`src/hw/rtl/vl2n_pkg.sv`:
```
// vl2n_pkg: shared constants, controller states and the command/status
// structs between the controller and the datapath of the l2 norm block
// depends on nothing

package vl2n_pkg;

    // field and register widths
    localparam int DATA_W      = 32;
    localparam int ACC_W       = 64;
    localparam int SKIP_W      = 16;
    localparam int INDEX_BITS  = 16;
    localparam int CMP_W       = (INDEX_BITS > SKIP_W) ? INDEX_BITS : SKIP_W;
    localparam int CFG_INDEX_W = 1;
    localparam int CFG_DATA_W  = SKIP_W;

    // square root: one result bit per step
    localparam int SQRT_STEPS  = ACC_W / 2;
    localparam int SQRT_CNT_W  = $clog2(SQRT_STEPS);

    // configuration register indexes
    localparam logic [CFG_INDEX_W-1:0] REG_SKIP_COUNT   = 1'd0;
    localparam logic [CFG_INDEX_W-1:0] REG_COMPLEX_MODE = 1'd1;

    // controller states
    typedef enum logic [2:0] {
        ST_IDLE,
        ST_MUL_RE,
        ST_ADD_RE,
        ST_MUL_IM,
        ST_ADD_IM,
        ST_LOAD,
        ST_SQRT,
        ST_DONE
    } t_state;

    // controller to datapath
    typedef struct packed {
        logic capture;   // take the input item
        logic mul;       // square one part into the product register
        logic sel_im;    // square the imaginary part
        logic add;       // add the product into the accumulator
        logic sqrt_load; // move the sum into the root unit, clear the sum
        logic sqrt_step; // one root iteration
        logic out_load;  // place the root in the output register
    } t_cmd;

    // datapath to controller
    typedef struct packed {
        logic last;         // captured item closes the vector
        logic complex_mode; // two parts per item
        logic sqrt_done;    // final root iteration this cycle
        logic out_busy;     // output register holds an item not taken now
    } t_status;

endpackage

```
`src/hw/rtl/vl2n_in_if.sv`:
```
// vl2n_in_if: input item channel of the l2 norm block, valid/ready
// depends on nothing

interface vl2n_in_if;
    logic               valid;
    logic               ready;
    logic signed [31:0] real_part;
    logic signed [31:0] imag_part;
    logic               last;

    modport source (output valid, output real_part, output imag_part, output last,
                    input ready);
    modport sink   (input valid, input real_part, input imag_part, input last,
                    output ready);
endinterface

```
`src/hw/rtl/vl2n_out_if.sv`:
```
// vl2n_out_if: result item channel of the l2 norm block, valid/ready
// depends on nothing

interface vl2n_out_if;
    logic        valid;
    logic        ready;
    logic [31:0] norm;
    logic        saturated;

    modport source (output valid, output norm, output saturated, input ready);
    modport sink   (input valid, input norm, input saturated, output ready);
endinterface

```
`src/hw/rtl/vl2n_ctrl.sv`:
```
// vl2n_ctrl: sequencing state machine of the l2 norm block
// depends on vl2n_pkg

module vl2n_ctrl (
    input  logic             i_clk,
    input  logic             i_rst_n,
    input  logic             i_in_valid,
    output logic             o_in_ready,
    input  vl2n_pkg::t_status i_status,
    output vl2n_pkg::t_cmd   o_cmd
);

    vl2n_pkg::t_state r_state;
    vl2n_pkg::t_state n_state;

    // state register
    always_ff @(posedge i_clk) begin
        if (!i_rst_n) begin
            r_state <= vl2n_pkg::ST_IDLE;
        end else begin
            r_state <= n_state;
        end
    end

    // next state
    always_comb begin
        n_state = r_state;
        case (r_state)
            vl2n_pkg::ST_IDLE: begin
                if (i_in_valid) n_state = vl2n_pkg::ST_MUL_RE;
            end
            vl2n_pkg::ST_MUL_RE: n_state = vl2n_pkg::ST_ADD_RE;
            vl2n_pkg::ST_ADD_RE: begin
                if (i_status.complex_mode) n_state = vl2n_pkg::ST_MUL_IM;
                else if (i_status.last)    n_state = vl2n_pkg::ST_LOAD;
                else                       n_state = vl2n_pkg::ST_IDLE;
            end
            vl2n_pkg::ST_MUL_IM: n_state = vl2n_pkg::ST_ADD_IM;
            vl2n_pkg::ST_ADD_IM: begin
                if (i_status.last) n_state = vl2n_pkg::ST_LOAD;
                else               n_state = vl2n_pkg::ST_IDLE;
            end
            vl2n_pkg::ST_LOAD: n_state = vl2n_pkg::ST_SQRT;
            vl2n_pkg::ST_SQRT: begin
                if (i_status.sqrt_done) n_state = vl2n_pkg::ST_DONE;
            end
            vl2n_pkg::ST_DONE: begin
                if (!i_status.out_busy) n_state = vl2n_pkg::ST_IDLE;
            end
            default: n_state = vl2n_pkg::ST_IDLE;
        endcase
    end

    // commands
    always_comb begin
        o_cmd      = '0;
        o_in_ready = 1'b0;
        case (r_state)
            vl2n_pkg::ST_IDLE: begin
                o_in_ready    = 1'b1;
                o_cmd.capture = i_in_valid;
            end
            vl2n_pkg::ST_MUL_RE: o_cmd.mul = 1'b1;
            vl2n_pkg::ST_ADD_RE: o_cmd.add = 1'b1;
            vl2n_pkg::ST_MUL_IM: begin
                o_cmd.mul    = 1'b1;
                o_cmd.sel_im = 1'b1;
            end
            vl2n_pkg::ST_ADD_IM: o_cmd.add = 1'b1;
            vl2n_pkg::ST_LOAD:   o_cmd.sqrt_load = 1'b1;
            vl2n_pkg::ST_SQRT:   o_cmd.sqrt_step = 1'b1;
            vl2n_pkg::ST_DONE:   o_cmd.out_load  = !i_status.out_busy;
            default: begin
                o_cmd      = '0;
                o_in_ready = 1'b0;
            end
        endcase
    end

endmodule

```
`src/hw/rtl/vl2n_dp.sv`:
```
// vl2n_dp: datapath of the l2 norm block: config registers, element index,
// squaring multiplier, saturating accumulator, bitwise root unit, output register
// depends on vl2n_pkg

module vl2n_dp (
    input  logic                                 i_clk,
    input  logic                                 i_rst_n,
    // configuration writes
    input  logic                                 i_cfg_we,
    input  logic [vl2n_pkg::CFG_INDEX_W-1:0]     i_cfg_index,
    input  logic [vl2n_pkg::CFG_DATA_W-1:0]      i_cfg_data,
    // input item payload
    input  logic signed [vl2n_pkg::DATA_W-1:0]   i_real_part,
    input  logic signed [vl2n_pkg::DATA_W-1:0]   i_imag_part,
    input  logic                                 i_last,
    // result item
    output logic                                 o_out_valid,
    input  logic                                 i_out_ready,
    output logic [vl2n_pkg::DATA_W-1:0]          o_norm,
    output logic                                 o_saturated,
    // controller
    input  vl2n_pkg::t_cmd                       i_cmd,
    output vl2n_pkg::t_status                    o_status
);

    localparam logic [vl2n_pkg::INDEX_BITS-1:0] INDEX_LIMIT = '1;
    localparam logic [vl2n_pkg::ACC_W-1:0] SQRT_BIT0 =
        vl2n_pkg::ACC_W'(1) << (vl2n_pkg::ACC_W - 2);

    logic [vl2n_pkg::SKIP_W-1:0]      r_skip_count;
    logic                             r_complex_mode;
    logic [vl2n_pkg::INDEX_BITS-1:0]  r_index;
    logic [vl2n_pkg::DATA_W-1:0]      r_re;
    logic [vl2n_pkg::DATA_W-1:0]      r_im;
    logic                             r_last;
    logic                             r_use;
    logic [vl2n_pkg::ACC_W-1:0]       r_product;
    logic [vl2n_pkg::ACC_W-1:0]       r_acc;
    logic                             r_ovf;
    logic [vl2n_pkg::ACC_W-1:0]       r_num;
    logic [vl2n_pkg::ACC_W-1:0]       r_res;
    logic [vl2n_pkg::ACC_W-1:0]       r_bit;
    logic [vl2n_pkg::SQRT_CNT_W-1:0]  r_cnt;
    logic                             r_sat;
    logic                             r_out_valid;
    logic [vl2n_pkg::DATA_W-1:0]      r_norm;
    logic                             r_out_sat;

    logic                             w_use;
    logic [vl2n_pkg::DATA_W-1:0]      w_opnd;
    logic [vl2n_pkg::DATA_W-1:0]      w_mag;
    logic [vl2n_pkg::ACC_W:0]         w_sum;
    logic [vl2n_pkg::ACC_W-1:0]       w_trial;
    logic                             w_fits;

    // configuration registers
    always_ff @(posedge i_clk) begin
        if (!i_rst_n) begin
            r_skip_count   <= '0;
            r_complex_mode <= 1'b0;
        end else if (i_cfg_we) begin
            case (i_cfg_index)
                vl2n_pkg::REG_SKIP_COUNT:   r_skip_count   <= i_cfg_data;
                vl2n_pkg::REG_COMPLEX_MODE: r_complex_mode <= i_cfg_data[0];
                default: ;
            endcase
        end
    end

    // element position against the skip count
    assign w_use = vl2n_pkg::CMP_W'(r_index) >= vl2n_pkg::CMP_W'(r_skip_count);

    // element index, stops at its limit, back to zero after a last item
    always_ff @(posedge i_clk) begin
        if (!i_rst_n) begin
            r_index <= '0;
        end else if (i_cmd.capture) begin
            if (i_last)                    r_index <= '0;
            else if (r_index != INDEX_LIMIT) r_index <= r_index + 1'b1;
        end
    end

    // captured item
    always_ff @(posedge i_clk) begin
        if (i_cmd.capture) begin
            r_re   <= i_real_part;
            r_im   <= i_imag_part;
            r_last <= i_last;
            r_use  <= w_use;
        end
    end

    // magnitude of the selected part, then its exact square
    assign w_opnd = i_cmd.sel_im ? r_im : r_re;
    assign w_mag  = w_opnd[vl2n_pkg::DATA_W-1] ? (vl2n_pkg::DATA_W'(0) - w_opnd) : w_opnd;

    always_ff @(posedge i_clk) begin
        if (i_cmd.mul) begin
            r_product <= vl2n_pkg::ACC_W'(w_mag) * vl2n_pkg::ACC_W'(w_mag);
        end
    end

    // saturating accumulator, cleared when the root unit takes the sum
    assign w_sum = {1'b0, r_acc} + {1'b0, r_product};

    always_ff @(posedge i_clk) begin
        if (!i_rst_n) begin
            r_acc <= '0;
            r_ovf <= 1'b0;
        end else if (i_cmd.sqrt_load) begin
            r_acc <= '0;
            r_ovf <= 1'b0;
        end else if (i_cmd.add && r_use) begin
            if (w_sum[vl2n_pkg::ACC_W]) begin
                r_acc <= '1;
                r_ovf <= 1'b1;
            end else begin
                r_acc <= w_sum[vl2n_pkg::ACC_W-1:0];
            end
        end
    end

    // root unit: one result bit per step
    assign w_trial = r_res + r_bit;
    assign w_fits  = r_num >= w_trial;

    always_ff @(posedge i_clk) begin
        if (i_cmd.sqrt_load) begin
            r_num <= r_acc;
            r_res <= '0;
            r_bit <= SQRT_BIT0;
            r_cnt <= '0;
            r_sat <= r_ovf;
        end else if (i_cmd.sqrt_step) begin
            if (w_fits) begin
                r_num <= r_num - w_trial;
                r_res <= (r_res >> 1) + r_bit;
            end else begin
                r_res <= r_res >> 1;
            end
            r_bit <= r_bit >> 2;
            r_cnt <= r_cnt + 1'b1;
        end
    end

    // output register, freed when the item is taken
    always_ff @(posedge i_clk) begin
        if (!i_rst_n) begin
            r_out_valid <= 1'b0;
        end else if (i_cmd.out_load) begin
            r_out_valid <= 1'b1;
        end else if (i_out_ready) begin
            r_out_valid <= 1'b0;
        end
    end

    always_ff @(posedge i_clk) begin
        if (i_cmd.out_load) begin
            r_norm    <= r_res[vl2n_pkg::DATA_W-1:0];
            r_out_sat <= r_sat;
        end
    end

    assign o_out_valid = r_out_valid;
    assign o_norm      = r_norm;
    assign o_saturated = r_out_sat;

    // status to the controller
    assign o_status.last         = r_last;
    assign o_status.complex_mode = r_complex_mode;
    assign o_status.sqrt_done    = i_cmd.sqrt_step &&
                                   (r_cnt == vl2n_pkg::SQRT_CNT_W'(vl2n_pkg::SQRT_STEPS - 1));
    assign o_status.out_busy     = r_out_valid && !i_out_ready;

endmodule

```
`src/hw/rtl/vector_l2_norm.sv`:
```
// vector_l2_norm: top level of the streamed euclidean norm block
// depends on vl2n_pkg, vl2n_in_if, vl2n_out_if, vl2n_ctrl, vl2n_dp
//
//  channel  | dir | handshake           | payload
//  ---------+-----+---------------------+-------------------------------------
//  i_in     | in  | valid / ready       | real_part, imag_part (Q16.16), last
//  o_out    | out | valid / ready       | norm (Q16.16), saturated
//  i_cfg_*  | in  | we, no wait         | index 0 skip_count, 1 complex_mode
//
// an item is captured, then one multiplier squares one part at a time and its
// product is added in the following cycle: the real part, then in complex mode the imaginary part
// a last item then loads the root unit, runs the 32 root steps and places the
// root in the output register
// a result waits in the output register; new items are taken meanwhile, and
// only a following last item stalls until the register is free
// synchronous active-low reset clears the sum, the index and both registers

module vector_l2_norm (
    input  logic                             i_clk,
    input  logic                             i_rst_n,
    vl2n_in_if.sink                          i_in,
    vl2n_out_if.source                       o_out,
    input  logic                             i_cfg_we,
    input  logic [vl2n_pkg::CFG_INDEX_W-1:0] i_cfg_index,
    input  logic [vl2n_pkg::CFG_DATA_W-1:0]  i_cfg_data
);

    vl2n_pkg::t_cmd    w_cmd;
    vl2n_pkg::t_status w_status;
    logic              w_in_ready;

    // sequencing
    vl2n_ctrl u_ctrl (
        .i_clk      (i_clk),
        .i_rst_n    (i_rst_n),
        .i_in_valid (i_in.valid),
        .o_in_ready (w_in_ready),
        .i_status   (w_status),
        .o_cmd      (w_cmd)
    );

    assign i_in.ready = w_in_ready;

    // arithmetic and storage
    vl2n_dp u_dp (
        .i_clk       (i_clk),
        .i_rst_n     (i_rst_n),
        .i_cfg_we    (i_cfg_we),
        .i_cfg_index (i_cfg_index),
        .i_cfg_data  (i_cfg_data),
        .i_real_part (i_in.real_part),
        .i_imag_part (i_in.imag_part),
        .i_last      (i_in.last),
        .o_out_valid (o_out.valid),
        .i_out_ready (o_out.ready),
        .o_norm      (o_out.norm),
        .o_saturated (o_out.saturated),
        .i_cmd       (w_cmd),
        .o_status    (w_status)
    );

endmodule

```
`src/flat_wrapper.sv`:
```
// flat-port wrapper written by rule: the top's interface ports become plain ports
module vector_l2_norm_flat 
  (i_clk, i_rst_n, i_cfg_we, i_cfg_index, i_cfg_data, i_in_valid, i_in_real_part, i_in_imag_part, i_in_last, i_in_ready, o_out_valid, o_out_norm, o_out_saturated, o_out_ready);
  vl2n_in_if i_in_i ();
  vl2n_out_if o_out_i ();
  input  logic i_clk;
  input  logic i_rst_n;
  input  logic i_cfg_we;
  input  logic [vl2n_pkg::CFG_INDEX_W-1:0] i_cfg_index;
  input  logic [vl2n_pkg::CFG_DATA_W-1:0] i_cfg_data;
  input wire logic [$bits(i_in_i.valid)-1:0] i_in_valid;
  input wire logic [$bits(i_in_i.real_part)-1:0] i_in_real_part;
  input wire logic [$bits(i_in_i.imag_part)-1:0] i_in_imag_part;
  input wire logic [$bits(i_in_i.last)-1:0] i_in_last;
  output wire logic [$bits(i_in_i.ready)-1:0] i_in_ready;
  output wire logic [$bits(o_out_i.valid)-1:0] o_out_valid;
  output wire logic [$bits(o_out_i.norm)-1:0] o_out_norm;
  output wire logic [$bits(o_out_i.saturated)-1:0] o_out_saturated;
  input wire logic [$bits(o_out_i.ready)-1:0] o_out_ready;
  assign i_in_i.valid = i_in_valid;
  assign i_in_i.real_part = i_in_real_part;
  assign i_in_i.imag_part = i_in_imag_part;
  assign i_in_i.last = i_in_last;
  assign i_in_ready = i_in_i.ready;
  assign o_out_valid = o_out_i.valid;
  assign o_out_norm = o_out_i.norm;
  assign o_out_saturated = o_out_i.saturated;
  assign o_out_i.ready = o_out_ready;
  vector_l2_norm u_core (.i_clk(i_clk), .i_rst_n(i_rst_n), .i_in(i_in_i), .o_out(o_out_i), .i_cfg_we(i_cfg_we), .i_cfg_index(i_cfg_index), .i_cfg_data(i_cfg_data));
endmodule
```
`config.mk`:
```
export PLATFORM = sky130hd
export DESIGN_NAME = vector_l2_norm_flat
export DESIGN_NICKNAME = d
export VERILOG_FILES = /design/src/hw/rtl/vl2n_pkg.sv /design/src/hw/rtl/vl2n_in_if.sv /design/src/hw/rtl/vl2n_out_if.sv /design/src/hw/rtl/vl2n_ctrl.sv /design/src/hw/rtl/vl2n_dp.sv /design/src/hw/rtl/vector_l2_norm.sv /design/src/flat_wrapper.sv
export SDC_FILE = /design/constraint.sdc
export NUM_CORES = 2
export LEC_CHECK = 0
export BUFFER_PORTS_ARGS = -buffer_cell sky130_fd_sc_hd__buf_2
export CAP_MARGIN = 20
export CORE_MARGIN = 2
export CORE_UTILIZATION = 61
export DETAILED_ROUTE_END_ITERATION = 7
export GPL_TIMING_DRIVEN = 0
export PLACE_DENSITY = 0.82
export SLEW_MARGIN = 30
export SYNTH_ARGS = -nofsm -noshare
export SYNTH_HDL_FRONTEND = slang
export SYNTH_SLANG_ARGS = --single-unit
```
`constraint.sdc`:
```
create_clock -name i_clk -period 23.4 [get_ports i_clk]
set_input_delay 2.34 -clock i_clk [delete_from_list [all_inputs] [get_ports i_clk]]
set_output_delay 2.34 -clock i_clk [all_outputs]
set_load 0.05 [all_outputs]
```
==> impl_metrics.tcl <==
set metrics [dict create \
    rsz0062_at_grt "false" \
    setup_tns_ns 0 \
    io_pins 122 \
    dpl_cell_area_sq_um 60200 \
    clock-sinks 430 \
    hold_violations 0 \
    final-instance-count-excl-fill 7990 \
    synth.avg_cell_area_sq_um 8.89 \
    cts_tree "done" \
    use_met2 0.579 \
    dp_hpwl_um 140000 \
    wl_per_cell_um 21.5 \
    grt_use_total 0.355 \
    slew_headroom 0.231 \
    use_met1 0.429 \
    drc_errors 0 \
    antenna-diode-count 0 \
    syn-instance-count 6494 \
    io_buffers 121 \
    route.vias.total 48300 \
    fin_crit_sh 0.631 \
    die_h_um 312 \
    path_common_cell "fa_1" \
    ant_nets 0 \
    layout_commonest_cell "inv_1" \
    slowest_stage "clkinv_1" \
    finalCriticalPeriod_ns 14.77 \
    final-seq-area_sq_um 10900 \
    wl_um 171000 \
    clkLatencyLatePin_ns 0.65 \
    multiInputGateArea_sq_um 41900 \
    hold_buffers 0 \
    fin_skew_ns 0.0279 \
    drive_above_1_share 0.0499 \
    cp.required_ns 23.86 \
    ys_types 98 \
    cap_violations 0 \
    synth_area_sq_um 57700 \
    root_buffer "clkbuf_16" \
    grt_pass1_wl_um 269000 \
    overflow 0 \
    path_buf_inv 11 \
    vias_per_cell 6.04 \
    end_kind "flop" \
    cp_top_family "adder cells" \
    synth_ff_type "edfxtp_1" \
    grt_util_met3 0.0711 \
    tightest_slew_ns 1.15 \
    ys_ff_latch 430 \
    setup_viol 0 \
    synth-warning-count 0 \
    top_usage_layer "met2" \
    first_global_vias 49900 \
    crit_type "reg -> reg" \
    hold_class "reg -> reg" \
    maxSlewViolCount 0 \
    startpoint_type "flop" \
    post-route-cell-area_sq_um 62000 \
    fp.dieW_um 312 \
    antenna_found_initial 2 \
    drt-initial-drc-count 4642 \
    mostFrequentLayoutCells "inv_1 (1067), fa_1 (797), nand2_1 (597), ha_1 (494), nor2_1 (490)" \
    clkTransAtPathRegs_ns 0.06 \
    crit_arrival_ns 15.23 \
    rows 112 \
    synthArstFlopShare 0 \
    cts_buffer_depth 3 \
    core_sq_um 93600 \
    place.gp.congestion 1.05 \
    ys_top_cells_by_area "fa_1 (28%), edfxtp_1 (12%), ha_1 (11%)" \
    synth_edf_count 227 \
    yosysTopAreaCell "fa_1" \
    cts_max_level 2 \
    synth_top_area_frac 0.276 \
    seq_area_frac_synth 0.188 \
    area_delta_synth_final_pct 7.45 \
    grt_max_degree 60 \
    fillCellCount 7770 \
    status "finished, final reports clean" \
    dp.cells 7897 \
    crit_fanout 10 \
    max_freq_mhz 67.7 \
    critPathMaxStageDelay_ns 0.81 \
    cts_made_buffers 49 \
    cts_setup_buffers 0 \
    postCtsResizedCells 0 \
    finalNetCount 8073 \
    first_pass_iters 8 \
    dieArea_sq_um 97100 \
    start_util 0.617 \
]
-- tightest hold or removal path, stage by stage, from the launching register on --
cell and delay [ns]:
dfxtp_1 0.31, nand2_1 0.05, a21boi_0 0.06
-- routing by layer --
| layer | wire length, um | vias to the layer above |
|---|---|---|
| li1 | - | 21900 |
| met1 | 63700 | 23200 |
| met2 | 77500 | 2536 |
| met3 | 16400 | 707 |
| met4 | 13800 | 2 |
| met5 | 9 | - |
-- path summary, 6_finish.rpt --
kind,startpoint,to,slack [ns],cells past startpoint
hold reg to reg,u_core.u_dp.r_skip_count[5]$_SDFFE_PN0P_,u_core.u_dp.r_skip_count[5]$_SDFFE_PN0P_,0.47,2
setup / recovery,u_core.u_ctrl.r_state[0]$_SDFFE_PN0P_,u_core.u_dp.r_product[63]$_DFFE_PP_,8.63,40
hold / removal,u_core.u_dp.r_skip_count[5]$_SDFFE_PN0P_,u_core.u_dp.r_skip_count[5]$_SDFFE_PN0P_,0.47,2
setup reg to reg,u_core.u_ctrl.r_state[0]$_SDFFE_PN0P_,u_core.u_dp.r_product[63]$_DFFE_PP_,8.63,40
-- cells by family (layout without fill, tap and decap cells) --
group                    count (synthesis)  in the layout  share of synthesized area
AND/OR/NAND/NOR                       1605           1605                      0.126
AO/OA/AOI/OAI                         1388           1388                      0.149
buffers and inverters                 1372           1592                     0.0900
adder cells (fa/ha/maj)               1291           1291                      0.383
flip-flops                             430            430                      0.188
XOR/XNOR                               348            348                     0.0531
multiplexers                            58             58                     0.0102
other                                    2             24                   0.000130
-- synthesized netlist by cell type, types with 47 or more instances --
cell type,instances
ha_1,494
xor2_1,137
edfxtp_1,227
mux2i_1,52
nand4_1,94
nand2_1,598
fa_1,797
nor2b_1,47
nor3_1,91
xnor2_1,209
o21ai_0,306
dfxtp_1,203
a211oi_1,58
a21o_1,141
a21oi_1,470
nor2_1,492
clkbuf_1,248
o21bai_1,58
nand3_1,74
inv_1,1067
a31oi_1,81
-- stage by stage --
step,worst slack [ns],utilization,hold WS [ns]
floorplan,12.91,-,0.400
global placement,8.99,0.641,0.445
detailed placement,9.36,0.644,0.460
CTS,9.35,0.662,0.461
global route,8.36,0.663,0.482
finish,8.63,0.663,0.466
-- registers in the layout, indices dropped and copies added, names as in the netlist, 3 cells and up --
name,cells
u_core.u_dp.r_bit,32
u_core.u_dp.r_skip_count,16
u_core.u_dp.r_im,32
u_core.u_dp.o_norm,32
u_core.u_dp.r_re,32
u_core.u_dp.r_acc,64
u_core.u_dp.r_product,63
u_core.u_dp.r_res,64
u_core.u_dp.r_index,16
u_core.u_dp.r_num,64
u_core.u_dp.r_cnt,5
u_core.u_ctrl.r_state,3
-- area by class of cell --
class	count	share of cell area
Timing Repair Buffer	128	0.0123
Clock inverter	36	0.00777
Inverter	1082	0.0655
Clock buffer	56	0.0205
Buffer	290	0.0183
Multi-Input combinational cell	4714	0.675
Sequential cell	430	0.175
Tap cell	1254	0.0253
Power is left out: the tool's default activity adds up to more than one toggle a clock period on the data nets, which glitch-free logic cannot reach.
